**config.mk**
```make
export PLATFORM = sky130hd
export DESIGN_NAME = bitmap_block_allocator
export DESIGN_NICKNAME = d
export VERILOG_FILES = /design/src/sv/bba_pkg.sv /design/src/sv/bitmap_block_allocator.sv /design/src/sv/bba_ram.sv
export SDC_FILE = /design/constraint.sdc
export NUM_CORES = 1
export LEC_CHECK = 0
export BUFFER_PORTS_ARGS = -buffer_cell sky130_fd_sc_hd__clkbuf_2
export CAP_MARGIN = 20
export CORE_ASPECT_RATIO = 1.4
export CORE_MARGIN = 2
export CORE_UTILIZATION = 42
export DETAILED_ROUTE_END_ITERATION = 10
export PLACE_DENSITY = 0.68
export SLEW_MARGIN = 20
export SYNTH_ARGS = -nofsm -noshare
export SYNTH_HDL_FRONTEND = slang
export SYNTH_SLANG_ARGS = --single-unit
```
**constraint.sdc**
```tcl
create_clock -name i_clk -period 15.1 [get_ports i_clk]
set_input_delay 0 -clock i_clk [delete_from_list [all_inputs] [get_ports i_clk]]
set_output_delay 0 -clock i_clk [all_outputs]
set_load 0.03 [all_outputs]
```
**src/sv/bba_pkg.sv**
```systemverilog
// Shared types, constants and helpers for the bitmap block allocator.
// No dependencies; imported by bba_ram and bitmap_block_allocator.
package bba_pkg;

    localparam int NUM_BLOCKS_DEF = 127;
    localparam int WORD_W         = 32;
    localparam int WORD_SHIFT     = 5;

    localparam logic [1:0] OP_ALLOC = 2'd0;
    localparam logic [1:0] OP_CLAIM = 2'd1;
    localparam logic [1:0] OP_FREE  = 2'd2;

    typedef enum logic [2:0] {
        ST_OK        = 3'd0,
        ST_ALREADY   = 3'd1,
        ST_NOT_ALLOC = 3'd2,
        ST_RANGE     = 3'd3,
        ST_FULL      = 3'd4
    } t_status;

    typedef enum logic {
        S_IDLE = 1'b0,
        S_EXEC = 1'b1
    } t_state;

    function automatic int addr_w(input int depth);
        return (depth > 1) ? $clog2(depth) : 1;
    endfunction

    // lowest clear bit of a word: {found, index}
    function automatic logic [WORD_SHIFT:0] find_first_zero(input logic [WORD_W-1:0] w);
        logic                  found;
        logic [WORD_SHIFT-1:0] idx;
        found = 1'b0;
        idx   = '0;
        for (int i = WORD_W - 1; i >= 0; i--) begin
            if (!w[i]) begin
                found = 1'b1;
                idx   = WORD_SHIFT'(i);
            end
        end
        return {found, idx};
    endfunction

endpackage

```
**src/sv/bitmap_block_allocator.sv**
```systemverilog
// Bitmap first-fit block allocator, top level.
// Depends on bba_pkg and bba_ram.
//
// Usage
//   Slave channel (s_axis_*): one request per transaction; tdata carries op in
//   bits [1:0] (allocate, claim, free) and the block number in bits [9:2].
//   Master channel (m_axis_*): exactly one result per request; tdata carries
//   block_out [7:0], status [10:8] and the free count after the request [18:11].
//   The used map lives in a RAM of 32-bit words, one bit per block, next to a
//   per-word written flag so an unwritten word reads as all-free.
// Operation
//   Claim, free, out-of-range and full requests are accepted in S_IDLE and
//   completed in S_EXEC, which writes the map word back when it changes. An
//   allocation scans the map one word per cycle through the RAM read port
//   while the output register has room, and stops at the first word holding
//   a free block. One request is in flight at a time.
// Reset
//   Synchronous, active low. The map reads as cleared straight away (written
//   flags drop), the free count returns to NUM_BLOCKS; no clearing pass.
// Back-pressure
//   The result sits in an output register. A new request is taken while it
//   waits; that request holds at its first read-modify-write cycle until the
//   register drains, then runs on as above.
module bitmap_block_allocator
    import bba_pkg::*;
#(
    parameter int NUM_BLOCKS = NUM_BLOCKS_DEF
) (
    input  logic        i_clk,
    input  logic        i_rst_n,
    input  logic        s_axis_tvalid,
    output logic        s_axis_tready,
    input  logic [15:0] s_axis_tdata,   // op[1:0], block[9:2], zero pad
    output logic        m_axis_tvalid,
    input  logic        m_axis_tready,
    output logic [23:0] m_axis_tdata    // block_out[7:0], status[10:8], free_count[18:11]
);

    localparam int WORDS = (NUM_BLOCKS + WORD_W - 1) / WORD_W;
    localparam int AW    = addr_w(WORDS);

    // request registers
    t_state         r_state, n_state;
    logic [1:0]     r_op;
    logic [7:0]     r_block;
    logic [AW-1:0]  r_addr, n_addr;
    logic [7:0]     r_free_count, n_free_count;
    logic [WORDS-1:0] r_written, n_written;
    logic           r_rd_valid;

    // result register
    logic           r_m_valid, n_m_valid;
    logic [7:0]     r_m_block, n_m_block;
    t_status        r_m_status, n_m_status;
    logic [7:0]     r_m_free, n_m_free;

    // RAM side
    logic              ram_we, ram_re;
    logic [AW-1:0]     ram_raddr;
    logic [WORD_W-1:0] ram_wdata, ram_rdata;

    logic              in_acc, out_room, done;
    logic [WORD_W-1:0] word, scan_word, bit_mask;
    logic [WORD_SHIFT:0] ffz;
    logic              in_range, cur_bit;
    logic [1:0]        in_op;
    logic [7:0]        in_block;

    assign in_op    = s_axis_tdata[1:0];
    assign in_block = s_axis_tdata[9:2];

    assign s_axis_tready = (r_state == S_IDLE);
    assign in_acc        = s_axis_tvalid && s_axis_tready;
    assign out_room      = !r_m_valid || m_axis_tready;

    // unwritten words read as all-free
    assign word     = r_rd_valid ? ram_rdata : '0;
    assign in_range = (r_block < 8'(NUM_BLOCKS));
    assign bit_mask = WORD_W'(1) << r_block[WORD_SHIFT-1:0];
    assign cur_bit  = word[r_block[WORD_SHIFT-1:0]];

    // bits beyond the last block count as used during the scan
    always_comb begin
        scan_word = word;
        for (int i = 0; i < WORD_W; i++) begin
            if ((int'(r_addr) * WORD_W + i) >= NUM_BLOCKS) begin
                scan_word[i] = 1'b1;
            end
        end
    end

    assign ffz = find_first_zero(scan_word);

    bba_ram #(
        .WIDTH (WORD_W),
        .DEPTH (WORDS)
    ) u_map (
        .i_clk   (i_clk),
        .i_we    (ram_we),
        .i_waddr (r_addr),
        .i_wdata (ram_wdata),
        .i_re    (ram_re),
        .i_raddr (ram_raddr),
        .o_rdata (ram_rdata)
    );

    always_comb begin
        n_state      = r_state;
        n_addr       = r_addr;
        n_free_count = r_free_count;
        n_written    = r_written;
        n_m_valid    = r_m_valid && !m_axis_tready;
        n_m_block    = r_m_block;
        n_m_status   = r_m_status;
        n_m_free     = r_m_free;
        ram_we       = 1'b0;
        ram_re       = 1'b0;
        ram_raddr    = r_addr;
        ram_wdata    = word;
        done         = 1'b0;

        case (r_state)
            S_IDLE: begin
                if (in_acc) begin
                    ram_re    = 1'b1;
                    ram_raddr = (in_op == OP_ALLOC) ? '0 : AW'(in_block >> WORD_SHIFT);
                    n_addr    = ram_raddr;
                    n_state   = S_EXEC;
                end
            end
            S_EXEC: begin
                if (out_room) begin
                    n_m_block  = r_block;
                    n_m_status = ST_RANGE;
                    case (r_op)
                        OP_ALLOC: begin
                            if (r_free_count == '0) begin
                                n_m_block  = '0;
                                n_m_status = ST_FULL;
                                done       = 1'b1;
                            end else if (ffz[WORD_SHIFT]) begin
                                ram_wdata    = word | (WORD_W'(1) << ffz[WORD_SHIFT-1:0]);
                                ram_we       = 1'b1;
                                n_free_count = r_free_count - 8'd1;
                                n_m_block    = 8'({r_addr, ffz[WORD_SHIFT-1:0]});
                                n_m_status   = ST_OK;
                                done         = 1'b1;
                            end else begin
                                // word full, move on to the next one
                                n_addr    = r_addr + AW'(1);
                                ram_re    = 1'b1;
                                ram_raddr = n_addr;
                            end
                        end
                        OP_CLAIM: begin
                            done = 1'b1;
                            if (in_range) begin
                                if (cur_bit) begin
                                    n_m_status = ST_ALREADY;
                                end else begin
                                    ram_wdata    = word | bit_mask;
                                    ram_we       = 1'b1;
                                    n_free_count = r_free_count - 8'd1;
                                    n_m_status   = ST_OK;
                                end
                            end
                        end
                        OP_FREE: begin
                            done = 1'b1;
                            if (in_range) begin
                                if (!cur_bit) begin
                                    n_m_status = ST_NOT_ALLOC;
                                end else begin
                                    ram_wdata    = word & ~bit_mask;
                                    ram_we       = 1'b1;
                                    n_free_count = r_free_count + 8'd1;
                                    n_m_status   = ST_OK;
                                end
                            end
                        end
                        default: begin
                            done = 1'b1;
                        end
                    endcase
                    if (ram_we) begin
                        n_written[r_addr] = 1'b1;
                    end
                    if (done) begin
                        n_m_valid = 1'b1;
                        n_m_free  = n_free_count;
                        n_state   = S_IDLE;
                    end
                end
            end
            default: begin
                n_state = S_IDLE;
            end
        endcase
    end

    always_ff @(posedge i_clk) begin
        if (!i_rst_n) begin
            r_state      <= S_IDLE;
            r_free_count <= 8'(NUM_BLOCKS);
            r_written    <= '0;
            r_m_valid    <= 1'b0;
            r_rd_valid   <= 1'b0;
        end else begin
            r_state      <= n_state;
            r_free_count <= n_free_count;
            r_written    <= n_written;
            r_m_valid    <= n_m_valid;
            if (ram_re) begin
                r_rd_valid <= (int'(ram_raddr) < WORDS) ? r_written[ram_raddr] : 1'b0;
            end
        end
    end

    always_ff @(posedge i_clk) begin
        if (in_acc) begin
            r_op    <= in_op;
            r_block <= in_block;
        end
        r_addr     <= n_addr;
        r_m_block  <= n_m_block;
        r_m_status <= n_m_status;
        r_m_free   <= n_m_free;
    end

    assign m_axis_tvalid = r_m_valid;
    assign m_axis_tdata  = {5'd0, r_m_free, r_m_status, r_m_block};

    // free count never exceeds the pool
    a_free_bound: assert property (@(posedge i_clk) disable iff (!i_rst_n)
        r_free_count <= 8'(NUM_BLOCKS))
        else $error("free count above pool size");

    // count moves only when a request completes
    a_free_stable: assert property (@(posedge i_clk) disable iff (!i_rst_n)
        !done |=> $stable(r_free_count))
        else $error("free count changed without a completed request");

    // a successful result always names a block inside the pool
    a_ok_block: assert property (@(posedge i_clk) disable iff (!i_rst_n)
        (m_axis_tvalid && (r_m_status == ST_OK)) |-> (r_m_block < 8'(NUM_BLOCKS)))
        else $error("ok result outside pool");

    // an allocation scan never runs past the last map word
    a_scan_bound: assert property (@(posedge i_clk) disable iff (!i_rst_n)
        (r_state == S_EXEC && r_op == OP_ALLOC && r_free_count != '0)
            |-> (int'(r_addr) < WORDS))
        else $error("allocation scan past end of map");

    // full status only when the count is zero
    a_full: assert property (@(posedge i_clk) disable iff (!i_rst_n)
        (m_axis_tvalid && (r_m_status == ST_FULL)) |-> (r_m_free == '0))
        else $error("full reported with free blocks left");

endmodule

```
**src/sv/bba_ram.sv**
```systemverilog
// Generic single-port-write, single-port-read RAM with registered read data.
// Depends on bba_pkg for the address width helper.
module bba_ram
    import bba_pkg::*;
#(
    parameter int WIDTH  = WORD_W,
    parameter int DEPTH  = 4,
    parameter int ADDR_W = addr_w(DEPTH)
) (
    input  logic              i_clk,
    input  logic              i_we,
    input  logic [ADDR_W-1:0] i_waddr,
    input  logic [WIDTH-1:0]  i_wdata,
    input  logic              i_re,
    input  logic [ADDR_W-1:0] i_raddr,
    output logic [WIDTH-1:0]  o_rdata
);

    logic [WIDTH-1:0] r_mem [DEPTH];
    logic [WIDTH-1:0] r_rdata;

    always_ff @(posedge i_clk) begin
        if (i_we) begin
            r_mem[i_waddr] <= i_wdata;
        end
        if (i_re) begin
            r_rdata <= r_mem[i_raddr];
        end
    end

    assign o_rdata = r_rdata;

endmodule
```
### After elaboration in Yosys (flattened, before gate mapping)

Memory sizes are Yosys's and may differ from the RTL's. A register that Yosys moved wholly into a read port is not among the register bits.
Index checks and enable logic that the tools add are counted.

* bits in registers: 46
* bits in latches: 0
* RAM bits: 128
* ROM bits: 0
* output and inout port bits: 26
* logic and storage cells: 270
* memories: 1

Memory list
* u_map.r_mem: words 4, width 32, rd ports 1, clocked after Yosys merged registers in 1, write ports 1, RTL line bba_ram.sv:19 `logic [WIDTH-1:0] r_mem [DEPTH];`

* add/sub/neg operators: 34
* multipliers: 0
* div/mod/pow operators: 0
* order comparisons: 37
* equality and inequality tests: 2
* shift operators: 2
* muxes and demuxes: 165
* bitwise logic cells: 6
* reductions and logical operators: 12

Operator list (count)
* 32-bit 2-to-1 mux: 9
* 8-bit by 7-bit >= comparator with 1-bit output (second input constant): 31
* 5-bit 2-to-1 mux: 32
* 7-bit by 5-bit adder with 8-bit output (second input constant): 16
* 32-bit one-hot mux with 3 select lines: 1
* 1-bit 2-to-1 mux: 94
* 8-bit 2-to-1 mux: 9
* 7-bit by 4-bit adder with 8-bit output (second input constant): 8
* 32-bit OR: 2
* 1-bit by 5-bit left shift with 32-bit output (first input constant): 2
* 7-bit by 3-bit adder with 8-bit output (second input constant): 4
* 32-bit bitwise AND: 1
* 32-bit inverter: 1
* 8-bit one-hot mux with 3 select lines: 1
* 2-bit 2-to-1 mux: 10
* 7-bit by 2-bit adder with 8-bit output (second input constant): 2
* 3-bit one-hot mux with 3 select lines: 1
* 7-bit by 1-bit adder with 8-bit output (second input constant): 1
* 8-bit by 1-bit adder with 8-bit output (second input constant): 1
* 8-bit logical NOT: 1
* 8-bit by 7-bit < comparator with 1-bit output (second input constant): 1
* 8-bit by 1-bit subtractor with 8-bit output (second input constant): 1
* 7-bit >= comparator (second input constant): 1
* 2-bit by 3-bit < comparator with 1-bit output (second input constant): 2
* other kinds (20): 26

### Longest topological paths before layout

Gate-level depths: netlist of run 1.

* word-level depth: 44
* depth in mapped cells: 12

### Hierarchy

From an unflattened synthesis of run 1, not the netlist that was laid out.

* cell total of the unflattened synthesis: 935
* area, all modules: 10996.8 µm²

Modules (own cells, without submodules)
* bba_ram: times used 1, cells each 203, area each 5650.4 µm², seq. area each 4804.6 µm²
* bitmap_block_allocator: times used 1, cells each 732, area each 5346.4 µm², seq. area each 1211.2 µm²

### Least setup slack after synthesis of run 1

Ideal clock, no wire load.

* path type: reg2reg
* start point: register r_block[1]
* end point: memory u_map.r_mem[3][0] (netlist bit) (enable)
* setup time: 0.461 ns
* arrival: 4.374 ns
* slack: 10.265 ns
* cell stages (with the launch flop): 10
* period minus slack after synthesis: 4.835 ns
* path through: edfxtp_1 > buf_4 > buf_2 > a21o_1 > a222oi_1 > o22ai_1 > o32a_1 > a211oi_2 > a211oi_4 > nor3_1

* word-level cells in the longest chain between the ends: 11
* elaborated cells between the ends (all ways): 14
* those cells by class: order compare: 1; mux: 13

RTL lines
* start: declaration: RTL line bitmap_block_allocator.sv:45 `logic [7:0] r_block;`
* start signal: assignment: RTL line bitmap_block_allocator.sv:222 `r_block <= in_block;`
* 1-bit binary-select mux with 5-bit select: RTL line bitmap_block_allocator.sv:80 `assign cur_bit = word[r_block[WORD_SHIFT-1:0]];`
* 1-bit 2-to-1 mux (not written as such): RTL line bitmap_block_allocator.sv:80
* 1-bit 2-to-1 mux (on tied branches): RTL line bitmap_block_allocator.sv:171, bitmap_block_allocator.sv:158
* 1-bit 2-to-1 mux (on tied branches): RTL line bitmap_block_allocator.sv:170, bitmap_block_allocator.sv:157
* 1-bit one-hot mux with 3 select lines (*): RTL line bitmap_block_allocator.sv:135 `case (r_op)`
* 1-bit 2-to-1 mux (*): RTL line bitmap_block_allocator.sv:132 `if (out_room) begin`
* 1-bit 2-to-1 mux (*): RTL line bitmap_block_allocator.sv:122 `case (r_state)`
* 1-bit 2-to-1 mux (*): RTL line bitmap_block_allocator.sv:132
* 1-bit 2-to-1 mux (*): RTL line bitmap_block_allocator.sv:122
* 1-bit 2-to-1 mux (*): RTL line bba_ram.sv:23 `if (i_we) begin`
* 1-bit 2-to-1 mux (not written as such) (*): RTL line bba_ram.sv:24 `r_mem[i_waddr] <= i_wdata;`
* end: declaration: RTL line bba_ram.sv:19

Mark *: on every way between the ends. The rest lies on a longest branch, timed or not. The select of a mux whose other input is x is not followed.

### Worst setup path in the final report of run 1

* start point: register r_rd_valid
* end point: register u_map.r_rdata[2] (netlist: u_map.o_rdata[2]) (read register of u_map.r_mem), data pin

* word-level cells in the longest chain between the ends: 39
* elaborated cells between the ends (all ways): 75
* those cells by class: mux: 75

RTL lines
* start: declaration: RTL line bitmap_block_allocator.sv:49 `logic r_rd_valid;`
* start signal: assignment: RTL line bitmap_block_allocator.sv:214 `r_rd_valid <= (int'(ram_raddr) < WORDS) ? r_written[ram_raddr] : 1'b0;`
* 32-bit 2-to-1 mux (*): RTL line bitmap_block_allocator.sv:77 `assign word = r_rd_valid ? ram_rdata : '0;`
* 1-bit 2-to-1 mux: RTL line bitmap_block_allocator.sv:86 `if ((int'(r_addr) * WORD_W + i) >= NUM_BLOCKS) begin`
* 1-bit 2-to-1 mux (31 in series): RTL line bba_pkg.sv:37 `if (!w[i]) begin`
* 1-bit 2-to-1 mux (*): RTL line bba_pkg.sv:37
* 1-bit 2-to-1 mux (*): RTL line bitmap_block_allocator.sv:141 `end else if (ffz[WORD_SHIFT]) begin`
* 1-bit 2-to-1 mux (*): RTL line bitmap_block_allocator.sv:137 `if (r_free_count == '0) begin`
* 1-bit 2-to-1 mux (*): RTL line bitmap_block_allocator.sv:135
* 1-bit 2-to-1 mux (*): RTL line bitmap_block_allocator.sv:132
* 1-bit one-hot mux with 2 select lines (*): RTL line bitmap_block_allocator.sv:122
* net ram_re: RTL line bitmap_block_allocator.sv:58 `logic ram_we, ram_re;`
* end: declaration: RTL line bba_ram.sv:20 `logic [WIDTH-1:0] r_rdata;`

Mark *: on every way through the listed nets, which the timed path passes. The rest lies on a longest branch.
A chain may end at the register's enable or synchronous reset.

==> results.rst, run 1 <==
.. list-table::
   :header-rows: 1

   * - Metric
     - Value
   * - Final cycle utilization of the critical path
     - 0.314
   * - Maximum number of pins on one net before global-route repair
     - 71
   * - I/O Pins
     - 46
   * - Worst rel slew slack
     - 0.323
   * - Number of DRC markers in iteration 0
     - 858
   * - Hold Path End
     - r_block[1]$_DFFE_PP_
   * - Worst hold path class
     - in -> reg
   * - Number of vias in the routed layout
     - 9,152
   * - Number of global-route vias before repair
     - 8,774
   * - Total power per unit cell area
     - 114 nW/um^2
   * - Worst R2R Setup Slack
     - 10.35 ns
   * - Number of buffers inserted by port buffering
     - 34
   * - Shortest period the worst path allows
     - 4.75 ns
   * - Layout net count
     - 1,116
   * - Clock latency of the later-clocked register in the worst-skew pair
     - 0.51 ns
   * - Critical path required time
     - 15.31 ns
   * - Core area
     - 26,000 um^2
   * - Average detailed-routed wire length per instance
     - 23.9 um
   * - Cell row count
     - 70
   * - Category of the worst setup path capture point
     - flop
   * - Diode insertion count for antenna repair
     - 0
   * - Async set or reset register ratio after synthesis
     - 0
   * - CTS HTree Levels
     - 1
   * - Switching share of total power
     - 0.266
   * - FF-to-FF path depth
     - 10
   * - Startpoint class of the critical path
     - flop
   * - Post-synth EDFFs
     - 189
   * - Clock power share
     - 0.369
   * - Number of buffers created by CTS
     - 20
   * - Worst Hold Path Cells
     - 2
   * - Worst setup path category
     - reg -> reg
   * - Fraction of power consumed by combinational cells
     - 0.140
   * - Number of synthesized register bits
     - 206
   * - Max-slew violation count
     - 0
   * - Number of distinct standard cells referenced by the synthesized netlist
     - 88
   * - Total congestion overflow
     - 0
   * - Setup Skew
     - 0.0131 ns
   * - Routed via count divided by cell count
     - 6.43
   * - Startpoint of the lowest-slack register-to-register path
     - r_rd_valid$_SDFFE_PN0P_
   * - Growth of design area from synthesis to finish
     - 10.4%
   * - RD Place Congestion
     - 1.00
   * - Register share of total power
     - 0.491
   * - TritonCTS clock tree
     - yes
   * - Synth Instances
     - 1,078
   * - Die Footprint
     - 27,700 um^2
   * - Total negative slack for setup checks
     - 0 ns
   * - Critical path arrival
     - 4.95 ns
   * - Cell at the root of the clock tree
     - sky130_fd_sc_hd__clkbuf_16
   * - Yosys synthesis warning count
     - 0
   * - Clock-pin slew on the worst setup and hold paths
     - 0.06 ns
   * - Total power
     - 1.39 mW
   * - Antenna violations before repair
     - 0
   * - Final wirelength
     - 34.0 mm
   * - Area taken by multi-input logic gates
     - 4610 um^2
   * - Max frequency
     - 211 MHz
   * - Final setup vio count
     - 0
   * - Fill cells
     - 2,392
   * - Mapped Avg Cell Area
     - 10.3 um^2
   * - Worst Hold Launch
     - s_axis_tdata[3]
   * - # DRC
     - 0
   * - Unrepaired setup endpoints after global routing
     - no
   * - DRT antenna net count
     - 0
   * - Effective utilization at floorplan
     - 0.425
   * - Die X
     - 141 um
   * - Switching power total
     - 0.371 mW
   * - Leak pwr
     - 3.98 nW
   * - Count of endpoints failing hold in the final timing report
     - 0
   * - Actual slew at the worst max-slew pin
     - 1.02 ns
   * - Detailed Place HPWL
     - 23.3 mm
   * - Buffers from clock root to sink, at most
     - 3
   * - Number of detailed-routing iterations run before antenna repair
     - 6
   * - Die Ht
     - 196 um
   * - R2R Path End
     - u_map.o_rdata[2]$_DFFE_PP_
   * - Area of all sequential standard cells
     - 6020 um^2
   * - Max_cap viols
     - 0
   * - Wire length of the first global-routing pass
     - 51.9 mm
   * - Total number of clock tree sinks
     - 206
   * - Leading register cell type out of synthesis
     - sky130_fd_sc_hd__edfxtp_1
   * - Internal
     - 1.02 mW
   * - Syn Std Cell Area
     - 11,100 um^2
   * - Overall track demand over capacity in global routing
     - 0.244
   * - VDD IR-drop max
     - 0.0487 mV
   * - Sequential fraction of the synthesis area
     - 0.544
   * - Crit-path max FO
     - 70
   * - Proportion of layout cells with a drive suffix above 1
     - 0.100
   * - Outcome
     - complete, no violations
   * - Post-cts sizing count
     - 0
## metal layers
| metal | up-vias | share of wire | wire (um) | GRT usage |
|---|---|---|---|---|
| li1 | 4159 | - | - | - |
| met1 | 4376 | 0.38 | 12900 | 0.291 |
| met2 | 474 | 0.48 | 16500 | 0.415 |
| met3 | 143 | 0.064 | 2180 | 0.0303 |
| met4 | 0 | 0.071 | 2420 | 0.154 |
| met5 | - | 0 | 0 | 0 |
## worst max-delay path, cell delays in order (launching register included)
cell and delay (ns):
sky130_fd_sc_hd__dfxtp_2 0.31, sky130_fd_sc_hd__buf_4 0.52, sky130_fd_sc_hd__nand2_1 0.32, sky130_fd_sc_hd__nor4_2 0.73, sky130_fd_sc_hd__and4_1 0.51, sky130_fd_sc_hd__a31o_4 0.60
sky130_fd_sc_hd__o221ai_4 0.36, sky130_fd_sc_hd__buf_4 0.38, sky130_fd_sc_hd__and2_0 0.24, sky130_fd_sc_hd__a211oi_1 0.27, sky130_fd_sc_hd__a31oi_1 0.08
## flip-flops by register name, summed over array words and instances, names as in the netlist
name and count:
r_m_free 8, m_axis_tvalid 1, r_m_block 8, u_map.r_mem 128, r_addr 2, r_m_status 3, r_free_count 8, r_op 2
r_rd_valid 1, u_map.o_rdata 32, r_block 8, r_written 4, r_state 1
## repair_timing
| action | CTS | global route |
|---|---|---|
| hold buffers | 13 | 0 |
| setup buffers | 0 | 0 |
| hold endpoints to repair | 14 | 0 |
## area by class of cell
class / instances / share of cell area
clock buffer: 27 / 0.0457
multi-input combinational: 771 / 0.377
timing repair buffer: 67 / 0.0368
tap: 324 / 0.0332
inverter: 23 / 0.00706
clock inverter: 5 / 0.00819
sequential: 206 / 0.492
## stage by stage
stage,setup WS (ns),hold WS [ns],cell area [um^2],utilization,cells
2_1_floorplan,10.27,0.0989,11100,-,1082
3_3_place_gp,10.42,0.179,11400,0.440,1378
3_5_place_dp,10.34,0.180,11400,0.440,1378
4_1_cts,10.32,0.202,12200,0.470,1423
5_1_grt,10.06,0.210,12200,0.470,1423
6_report,10.35,0.211,12200,0.470,1423
## cell usage after synthesis (13+ instances only)
| cell | number | area share |
|---|---|---|
| sky130_fd_sc_hd__a211oi_1 | 40 | 0.027 |
| sky130_fd_sc_hd__and2_0 | 20 | 0.011 |
| sky130_fd_sc_hd__edfxtp_1 | 189 | 0.51 |
| sky130_fd_sc_hd__o21ai_0 | 50 | 0.023 |
| sky130_fd_sc_hd__nand2_1 | 159 | 0.054 |
| sky130_fd_sc_hd__nor3_1 | 14 | 0.0063 |
| sky130_fd_sc_hd__a21oi_1 | 61 | 0.028 |
| sky130_fd_sc_hd__inv_1 | 21 | 0.0071 |
| sky130_fd_sc_hd__and3_1 | 13 | 0.0073 |
| sky130_fd_sc_hd__and2_1 | 32 | 0.018 |
| sky130_fd_sc_hd__a31oi_1 | 44 | 0.025 |
| sky130_fd_sc_hd__o22ai_1 | 14 | 0.0079 |
| sky130_fd_sc_hd__buf_4 | 14 | 0.0095 |
| sky130_fd_sc_hd__nor2_1 | 60 | 0.020 |
| sky130_fd_sc_hd__nand3_1 | 34 | 0.015 |
| sky130_fd_sc_hd__clkbuf_1 | 46 | 0.016 |
| sky130_fd_sc_hd__dfxtp_1 | 17 | 0.031 |
| sky130_fd_sc_hd__o31ai_1 | 15 | 0.010 |
## layout by cell type, fill, tap and decap left out, types with 14 or more instances in the layout
cell,count
sky130_fd_sc_hd__dfxtp_1,16
sky130_fd_sc_hd__a21oi_1,61
sky130_fd_sc_hd__o21ai_0,50
sky130_fd_sc_hd__clkbuf_2,34
sky130_fd_sc_hd__nand2_1,159
sky130_fd_sc_hd__nand3_1,34
sky130_fd_sc_hd__and2_0,20
sky130_fd_sc_hd__o22ai_1,14
sky130_fd_sc_hd__a211oi_1,40
sky130_fd_sc_hd__a31oi_1,44
sky130_fd_sc_hd__clkbuf_16,21
sky130_fd_sc_hd__edfxtp_1,189
sky130_fd_sc_hd__and2_1,32
sky130_fd_sc_hd__inv_1,21
sky130_fd_sc_hd__buf_4,20
sky130_fd_sc_hd__o31ai_1,15
sky130_fd_sc_hd__nor2_1,60
## worst max-delay path by stage
| stage | start | endpoint | slack (ns) | depth (start not counted) |
|---|---|---|---|---|
| after global routing | r_rd_valid$_SDFFE_PN0P_ | u_map.o_rdata[0]$_DFFE_PP_ | 10.06 | 10 |
| after CTS | r_rd_valid$_SDFFE_PN0P_ | u_map.o_rdata[2]$_DFFE_PP_ | 10.32 | 10 |
| final | r_rd_valid$_SDFFE_PN0P_ | u_map.o_rdata[2]$_DFFE_PP_ | 10.35 | 10 |
| after floorplan | r_block[1]$_DFFE_PP_ | u_map.r_mem[3][0]$_DFFE_PP_ | 10.27 | 9 |
| after detailed placement | r_rd_valid$_SDFFE_PN0P_ | u_map.o_rdata[2]$_DFFE_PP_ | 10.34 | 10 |
| after global placement | r_rd_valid$_SDFFE_PN0P_ | r_rd_valid$_SDFFE_PN0P_ | 10.42 | 11 |
## cells by family after synthesis
| kind of cell | synth area share |
|---|---|
| fa+ha+maj | 0.00791 |
| buf+inv | 0.0432 |
| other cells | 0.000339 |
| simple gates | 0.178 |
| mux | 0.00181 |
| xor+xnor | 0.00237 |
| flops | 0.544 |
| compound gates | 0.223 |
## power groups by stage
stage	Clock, mW	Combinational, mW	Sequential (mW)
floorplan	0	0.135	0.687
global placement	0	0.187	0.694
detailed placement	0	0.191	0.694
CTS	0.523	0.194	0.682
global route	0.542	0.213	0.686
finish	0.514	0.194	0.684
Power figures use the tool's default switching activity.
==> inputs of run 2 (changes only) <==
Clock period 15.1 ns to 4.5 ns, I/O delays scaled along.
==> run 2 against run 1 <==
Clock skew increased by 0.0060 ns; highest routed layer unchanged; critical endpoint is now u_map.r_mem[3][12]$_DFFE_PP_; clock-buffer cell count decreased by 2; final cell count increased by 2.7%; critical path type unchanged; worst setup slack got worse by 10 ns; sequential power increased to 3.3 times the previous value; global-route usage increased by 1.4 points; wire length increased by 6.0%; register-to-register slack got worse by 10 ns; largest power group unchanged.
==> results.rst, run 2 (synthesized netlist as in run 1, its figures left out) <==
.. list-table::
   :header-rows: 1

   * - Metric
     - Value
   * - Outcome
     - complete, no violations
   * - RD Place Congestion
     - 1.06
   * - Growth of design area from synthesis to finish
     - 13.1%
   * - Max_cap viols
     - 0
   * - Hold Path End
     - r_block[2]$_DFFE_PP_
   * - Actual slew at the worst max-slew pin
     - 1.10 ns
   * - Worst hold path class
     - in -> reg
   * - Number of buffers inserted by port buffering
     - 34
   * - Number of detailed-routing iterations run before antenna repair
     - 5
   * - R2R Path End
     - u_map.r_mem[3][12]$_DFFE_PP_
   * - Final cycle utilization of the critical path
     - 0.942
   * - Worst rel slew slack
     - 0.256
   * - Worst Hold Path Cells
     - 2
   * - Effective utilization at floorplan
     - 0.425
   * - Proportion of layout cells with a drive suffix above 1
     - 0.129
   * - Critical path arrival
     - 4.62 ns
   * - Die Footprint
     - 27,700 um^2
   * - Clock-pin slew on the worst setup and hold paths
     - 0.06 ns
   * - Diode insertion count for antenna repair
     - 0
   * - Most used cells in the layout excluding fill and tap cells
     - sky130_fd_sc_hd__edfxtp_1 (189), sky130_fd_sc_hd__nand2_1 (159), sky130_fd_sc_hd__a21oi_1 (61), sky130_fd_sc_hd__nor2_1 (60), sky130_fd_sc_hd__buf_4 (51)
   * - Total power per unit cell area
     - 361 nW/um^2
   * - Number of DRC markers in iteration 0
     - 970
   * - Cell at the root of the clock tree
     - sky130_fd_sc_hd__clkbuf_16
   * - Worst hold slack
     - 0.220 ns
   * - Average detailed-routed wire length per instance
     - 24.7 um
   * - Startpoint of the lowest-slack register-to-register path
     - r_addr[1]$_DFF_P_
   * - Buffers from clock root to sink, at most
     - 3
   * - Startpoint class of the critical path
     - flop
   * - Die X
     - 141 um
   * - Count of placed standard cells in the final layout, fillers left out
     - 1,461
   * - Switching share of total power
     - 0.278
   * - # DRC
     - 0
   * - Detailed Place HPWL
     - 25.4 mm
   * - FF-to-FF path depth
     - 10
   * - Critical path required time
     - 4.88 ns
   * - Worst R2R Setup Slack
     - 0.26 ns
   * - Placed insts
     - 1,416
   * - Fraction of power consumed by combinational cells
     - 0.156
   * - Overall track demand over capacity in global routing
     - 0.258
   * - Shortest period the worst path allows
     - 4.24 ns
   * - Antenna violations before repair
     - 0
   * - Wire length of the first global-routing pass
     - 54.2 mm
   * - Number of vias in the routed layout
     - 9,452
   * - VDD IR-drop max
     - 0.169 mV
   * - Maximum number of pins on one net before global-route repair
     - 59
   * - Category of the worst setup path capture point
     - flop
   * - Routed via count divided by cell count
     - 6.47
   * - Final setup vio count
     - 0
   * - I/O Pins
     - 46
   * - Number of global-route vias before repair
     - 9,116
   * - Final wirelength
     - 36.0 mm
   * - Total number of clock tree sinks
     - 206
   * - Biggest register
     - u_map.r_mem
   * - Most frequent standard cell in the layout excluding fill and tap cells
     - sky130_fd_sc_hd__edfxtp_1
   * - Layout net count
     - 1,154
   * - Register share of total power
     - 0.507
   * - Internal
     - 3.27 mW
   * - Share of the core filled with cells in the final layout
     - 0.481
   * - Total negative slack for setup checks
     - 0 ns
   * - Total congestion overflow
     - 0
   * - Die Ht
     - 196 um
   * - Area taken by multi-input logic gates
     - 4610 um^2
   * - Crit-path max FO
     - 5
   * - Cell row count
     - 70
   * - Max-slew violation count
     - 0
   * - CTS HTree Levels
     - 1
   * - Area of all sequential standard cells
     - 6020 um^2
   * - TritonCTS clock tree
     - yes
   * - Count of endpoints failing hold in the final timing report
     - 0
   * - Number of buffers created by CTS
     - 20
   * - Clock power share
     - 0.337
   * - Setup Skew
     - 0.0191 ns
   * - Worst setup path category
     - reg -> reg
   * - Unrepaired setup endpoints after global routing
     - no
   * - Worst Hold Launch
     - s_axis_tdata[4]
   * - Max reg flops
     - 128
   * - Clock latency of the later-clocked register in the worst-skew pair
     - 0.51 ns
   * - Switching power total
     - 1.25 mW
   * - Leak pwr
     - 4.17 nW
   * - DRT antenna net count
     - 0
   * - Fill cells
     - 2,362
   * - Core area
     - 26,000 um^2
   * - Max frequency
     - 236 MHz
run 2: worst max-delay path, stage by stage (launching register included):
cell                       delay (ns)
sky130_fd_sc_hd__dfxtp_1         0.43
sky130_fd_sc_hd__ha_1            0.33
sky130_fd_sc_hd__nor3b_1         0.08
sky130_fd_sc_hd__o21ai_0         0.28
sky130_fd_sc_hd__a21oi_1         0.13
sky130_fd_sc_hd__o311ai_0        0.95
sky130_fd_sc_hd__a311oi_1        0.37
sky130_fd_sc_hd__nor2_1          0.58
sky130_fd_sc_hd__a211oi_1        0.17
sky130_fd_sc_hd__a221oi_1        0.57
sky130_fd_sc_hd__buf_4           0.23
run 2: stage by stage:
step | setup slack (ns) | total power, mW | area [um^2]
detailed placement | 0.639 | 3.01 | 11800
global placement | 0.635 | 3.00 | 11800
global route | 0.234 | 4.69 | 12500
finish | 0.262 | 4.52 | 12500
floorplan | 0.667 | 2.76 | 11100
CTS | 0.624 | 4.54 | 12500
run 2: how the worst max path moves through the flow:
| stage | to | cells past startpoint | startpoint | slack, ns |
|---|---|---|---|---|
| detailed placement | u_map.r_mem[2][30]$_DFFE_PP_ | 9 | r_rd_valid$_SDFFE_PN0P_ | 0.64 |
| CTS | u_map.r_mem[0][30]$_DFFE_PP_ | 9 | r_rd_valid$_SDFFE_PN0P_ | 0.62 |
| global placement | u_map.r_mem[2][30]$_DFFE_PP_ | 9 | r_rd_valid$_SDFFE_PN0P_ | 0.63 |
| global route | u_map.r_mem[3][30]$_DFFE_PP_ | 8 | r_rd_valid$_SDFFE_PN0P_ | 0.23 |
| finish | u_map.r_mem[3][12]$_DFFE_PP_ | 10 | r_addr[1]$_DFF_P_ | 0.26 |
| floorplan | u_map.r_mem[3][0]$_DFFE_PP_ | 9 | r_block[1]$_DFFE_PP_ | 0.67 |
run 2: layout make-up:
class	instances	area share
Clock buffer	25	0.0432
Clock inverter	7	0.00260
Inverter	23	0.00690
Multi-Input combinational cell	771	0.369
Sequential cell	206	0.481
Tap cell	324	0.0324
Timing Repair Buffer	105	0.0658
run 2: what timing repair did:
item                      4_1_cts  5_1_grt
buffers inserted                0        0
hold endpoints to repair       15        0
resized for setup               0        0
hold buffers                   13        0
run 2: routing by layer:
layer	global-route usage	share of wire	up-vias
li1	-	-	4225
met1	0.302	0.37	4582
met2	0.434	0.48	484
met3	0.0378	0.066	161
met4	0.179	0.081	0
met5	0	0	-
run 2: power by group through the flow:
| stage | clock, mW | combinational (mW) | sequential, mW |
|---|---|---|---|
| floorplan | 0 | 0.454 | 2.31 |
| global placement | 0 | 0.675 | 2.33 |
| detailed placement | 0 | 0.686 | 2.33 |
| CTS | 1.55 | 0.697 | 2.29 |
| global route | 1.62 | 0.762 | 2.30 |
| finish | 1.52 | 0.705 | 2.29 |
==> inputs of run 3 (changes only) <==
Clock period 4.5 ns to 5.22 ns, I/O delays scaled along.
==> run 3 against run 2 <==
Final area down 0.23%; die area unchanged; final cell count down 0.55%; sequential share of layout area up 0.11 points; clock power about the same; clock-buffer cell count unchanged; critical path depth down 1; flip-flop and latch count unchanged; worst setup slack better by 0.61 ns; critical endpoint is now u_map.r_mem[1][29]$_DFFE_PP_.
==> results.rst, run 3 (synthesized netlist as in run 1, its figures left out) <==
.. list-table::
   :header-rows: 1

   * - Metric
     - Value
   * - Critical path launch point
     - r_block[0]$_DFFE_PP_
   * - Total congestion overflow
     - 0
   * - Detailed Place HPWL
     - 26.0 mm
   * - Crit-path max FO
     - 15
   * - Total number of clock tree sinks
     - 206
   * - Max-slew violation count
     - 0
   * - Worst R2R Setup Slack
     - 0.87 ns
   * - Worst setup path category
     - reg -> reg
   * - Setup fix buffers added after clock tree synthesis
     - 0
   * - Worst hold path class
     - in -> reg
   * - Number of buffers created by CTS
     - 21
   * - Startpoint class of the critical path
     - flop
   * - Biggest register
     - u_map.r_mem
   * - Fill cells
     - 2,369
   * - Critical path arrival
     - 4.56 ns
   * - Count of endpoints failing hold in the final timing report
     - 0
   * - Instance area at placement
     - 11,700 um^2
   * - Critical path required time
     - 5.43 ns
   * - Shortest period the worst path allows
     - 4.35 ns
   * - Actual slew at the worst max-slew pin
     - 1.08 ns
   * - Antenna violations before repair
     - 0
   * - Die Footprint
     - 27,700 um^2
   * - Max_cap viols
     - 0
   * - Average detailed-routed wire length per instance
     - 24.9 um
   * - Die Ht
     - 196 um
   * - Kind of cell adding the most delay to the critical path
     - compound AO/OA/AOI/OAI gates
   * - Outcome
     - complete, no violations
   * - FF-to-FF path depth
     - 9
   * - I/O Pins
     - 46
   * - CTS HTree Levels
     - 1
   * - # DRC
     - 0
   * - Worst rel slew slack
     - 0.274
   * - Cell row count
     - 70
   * - Leak pwr
     - 4.13 nW
   * - Cell at the root of the clock tree
     - sky130_fd_sc_hd__clkbuf_16
   * - Layout net count
     - 1,142
   * - Slowest stage cell, crit path
     - sky130_fd_sc_hd__edfxtp_1
   * - Clock-pin slew on the worst setup and hold paths
     - 0.06 ns
   * - Growth of design area from synthesis to finish
     - 12.8%
   * - Final wirelength
     - 36.1 mm
   * - Setup Skew
     - 0.0183 ns
   * - Unrepaired setup endpoints after global routing
     - no
   * - Number of logic stages on the critical path including buffering
     - 9
   * - Maximum number of pins on one net before global-route repair
     - 44
   * - Proportion of layout cells with a drive suffix above 1
     - 0.124
   * - Setup crit end
     - u_map.r_mem[1][29]$_DFFE_PP_
   * - Worst Path Buf+Inv
     - 1
   * - Max frequency
     - 230 MHz
   * - Wire length of the first global-routing pass
     - 54.5 mm
   * - Final cycle utilization of the critical path
     - 0.832
   * - Total power per unit cell area
     - 327 nW/um^2
   * - Startpoint of the lowest-slack register-to-register path
     - r_block[0]$_DFFE_PP_
   * - Final setup vio count
     - 0
   * - R2R Path End
     - u_map.r_mem[1][29]$_DFFE_PP_
   * - Number of buffers inserted by port buffering
     - 34
   * - Overall track demand over capacity in global routing
     - 0.261
   * - Ordered cell list for the critical path
     - nor2b_1 -> a21oi_1 -> a22oi_2 -> a22o_1 -> o21ai_2 -> buf_4 -> nor2_1 -> a21oi_1 -> o21ai_0
   * - Largest stage delay on the critical path
     - 0.77 ns
   * - Category of the worst setup path capture point
     - flop
   * - Number of global-route vias before repair
     - 9,020
   * - Routed via count divided by cell count
     - 6.37
   * - VDD IR-drop max
     - 0.196 mV
   * - DRT antenna net count
     - 0
   * - Final Cell Area
     - 12,500 um^2
   * - Clock latency of the later-clocked register in the worst-skew pair
     - 0.51 ns
   * - Number of DRC markers in iteration 0
     - 957
   * - Die X
     - 141 um
   * - Diode insertion count for antenna repair
     - 0
   * - Buffers from clock root to sink, at most
     - 3
   * - Effective utilization at floorplan
     - 0.425
   * - Number of vias in the routed layout
     - 9,251
   * - TritonCTS clock tree
     - yes
   * - Core area
     - 26,000 um^2
   * - Most numerous cell on the critical path
     - sky130_fd_sc_hd__a21oi_1
   * - Number of detailed-routing iterations run before antenna repair
     - 7
   * - Most used cells in the layout excluding fill and tap cells
     - sky130_fd_sc_hd__edfxtp_1 (189), sky130_fd_sc_hd__nand2_1 (159), sky130_fd_sc_hd__a21oi_1 (61), sky130_fd_sc_hd__nor2_1 (60), sky130_fd_sc_hd__o21ai_0 (50)
   * - Most frequent standard cell in the layout excluding fill and tap cells
     - sky130_fd_sc_hd__edfxtp_1
   * - Total negative slack for setup checks
     - 0 ns
   * - Max reg flops
     - 128
   * - Placed insts
     - 1,403
   * - RD Place Congestion
     - 1.01
   * - Count of placed standard cells in the final layout, fillers left out
     - 1,453
[run 3: layout make-up]
cell class	count	area, um^2	area share
clock buffers	25	541	0.0433
flip-flops and latches	206	6020	0.482
clock inverters	12	158	0.0126
well taps	324	405	0.0325
repair buffers	92	676	0.0541
multi-input cells	771	4610	0.369
inverters	23	86.3	0.00691
[run 3: stage by stage]
stage / setup WS [ns] / utilization / hold WS (ns) / total power, mW
CTS: 1.26 / 0.480 / 0.189 / 4.10
floorplan: 0.385 / - / 0.0989 / 2.38
detailed placement: 1.27 / 0.448 / 0.179 / 2.58
finish: 0.875 / 0.480 / 0.214 / 4.09
global placement: 1.25 / 0.448 / 0.179 / 2.57
global route: 0.747 / 0.480 / 0.213 / 4.24
[run 3: routing by layer]
metal,up-vias,part of all wire,GRT usage
met5,-,0,0
met4,0,0.072,0.169
met3,135,0.059,0.0359
met2,412,0.49,0.441
met1,4498,0.38,0.312
li1,4206,-,-
[run 3: worst min path at each step]
| stage | startpoint | to | slack [ns] | cells past startpoint |
|---|---|---|---|---|
| 6_report | s_axis_tdata[4] | r_block[2]$_DFFE_PP_ | 0.21 | 2 |
| 5_1_grt | s_axis_tdata[5] | r_block[3]$_DFFE_PP_ | 0.21 | 2 |
| 4_1_cts | s_axis_tdata[6] | r_block[4]$_DFFE_PP_ | 0.19 | 2 |
| 3_5_place_dp | s_axis_tdata[4] | r_block[2]$_DFFE_PP_ | 0.18 | 1 |
| 3_3_place_gp | s_axis_tdata[4] | r_block[2]$_DFFE_PP_ | 0.18 | 1 |
| 2_1_floorplan | s_axis_tdata[2] | r_block[0]$_DFFE_PP_ | 0.1 | 0 |
[run 3: where the power goes]
group / internal [mW] / switching [mW] / total, mW
clock network: 0.899 / 0.622 / 1.52
registers: 1.89 / 0.0910 / 1.98
logic: 0.186 / 0.396 / 0.582
[run 3: repair_timing]
action,in CTS,in global routing
hold buffers,13,0
endpoints found under the hold margin,15,0
resized for setup,0,0
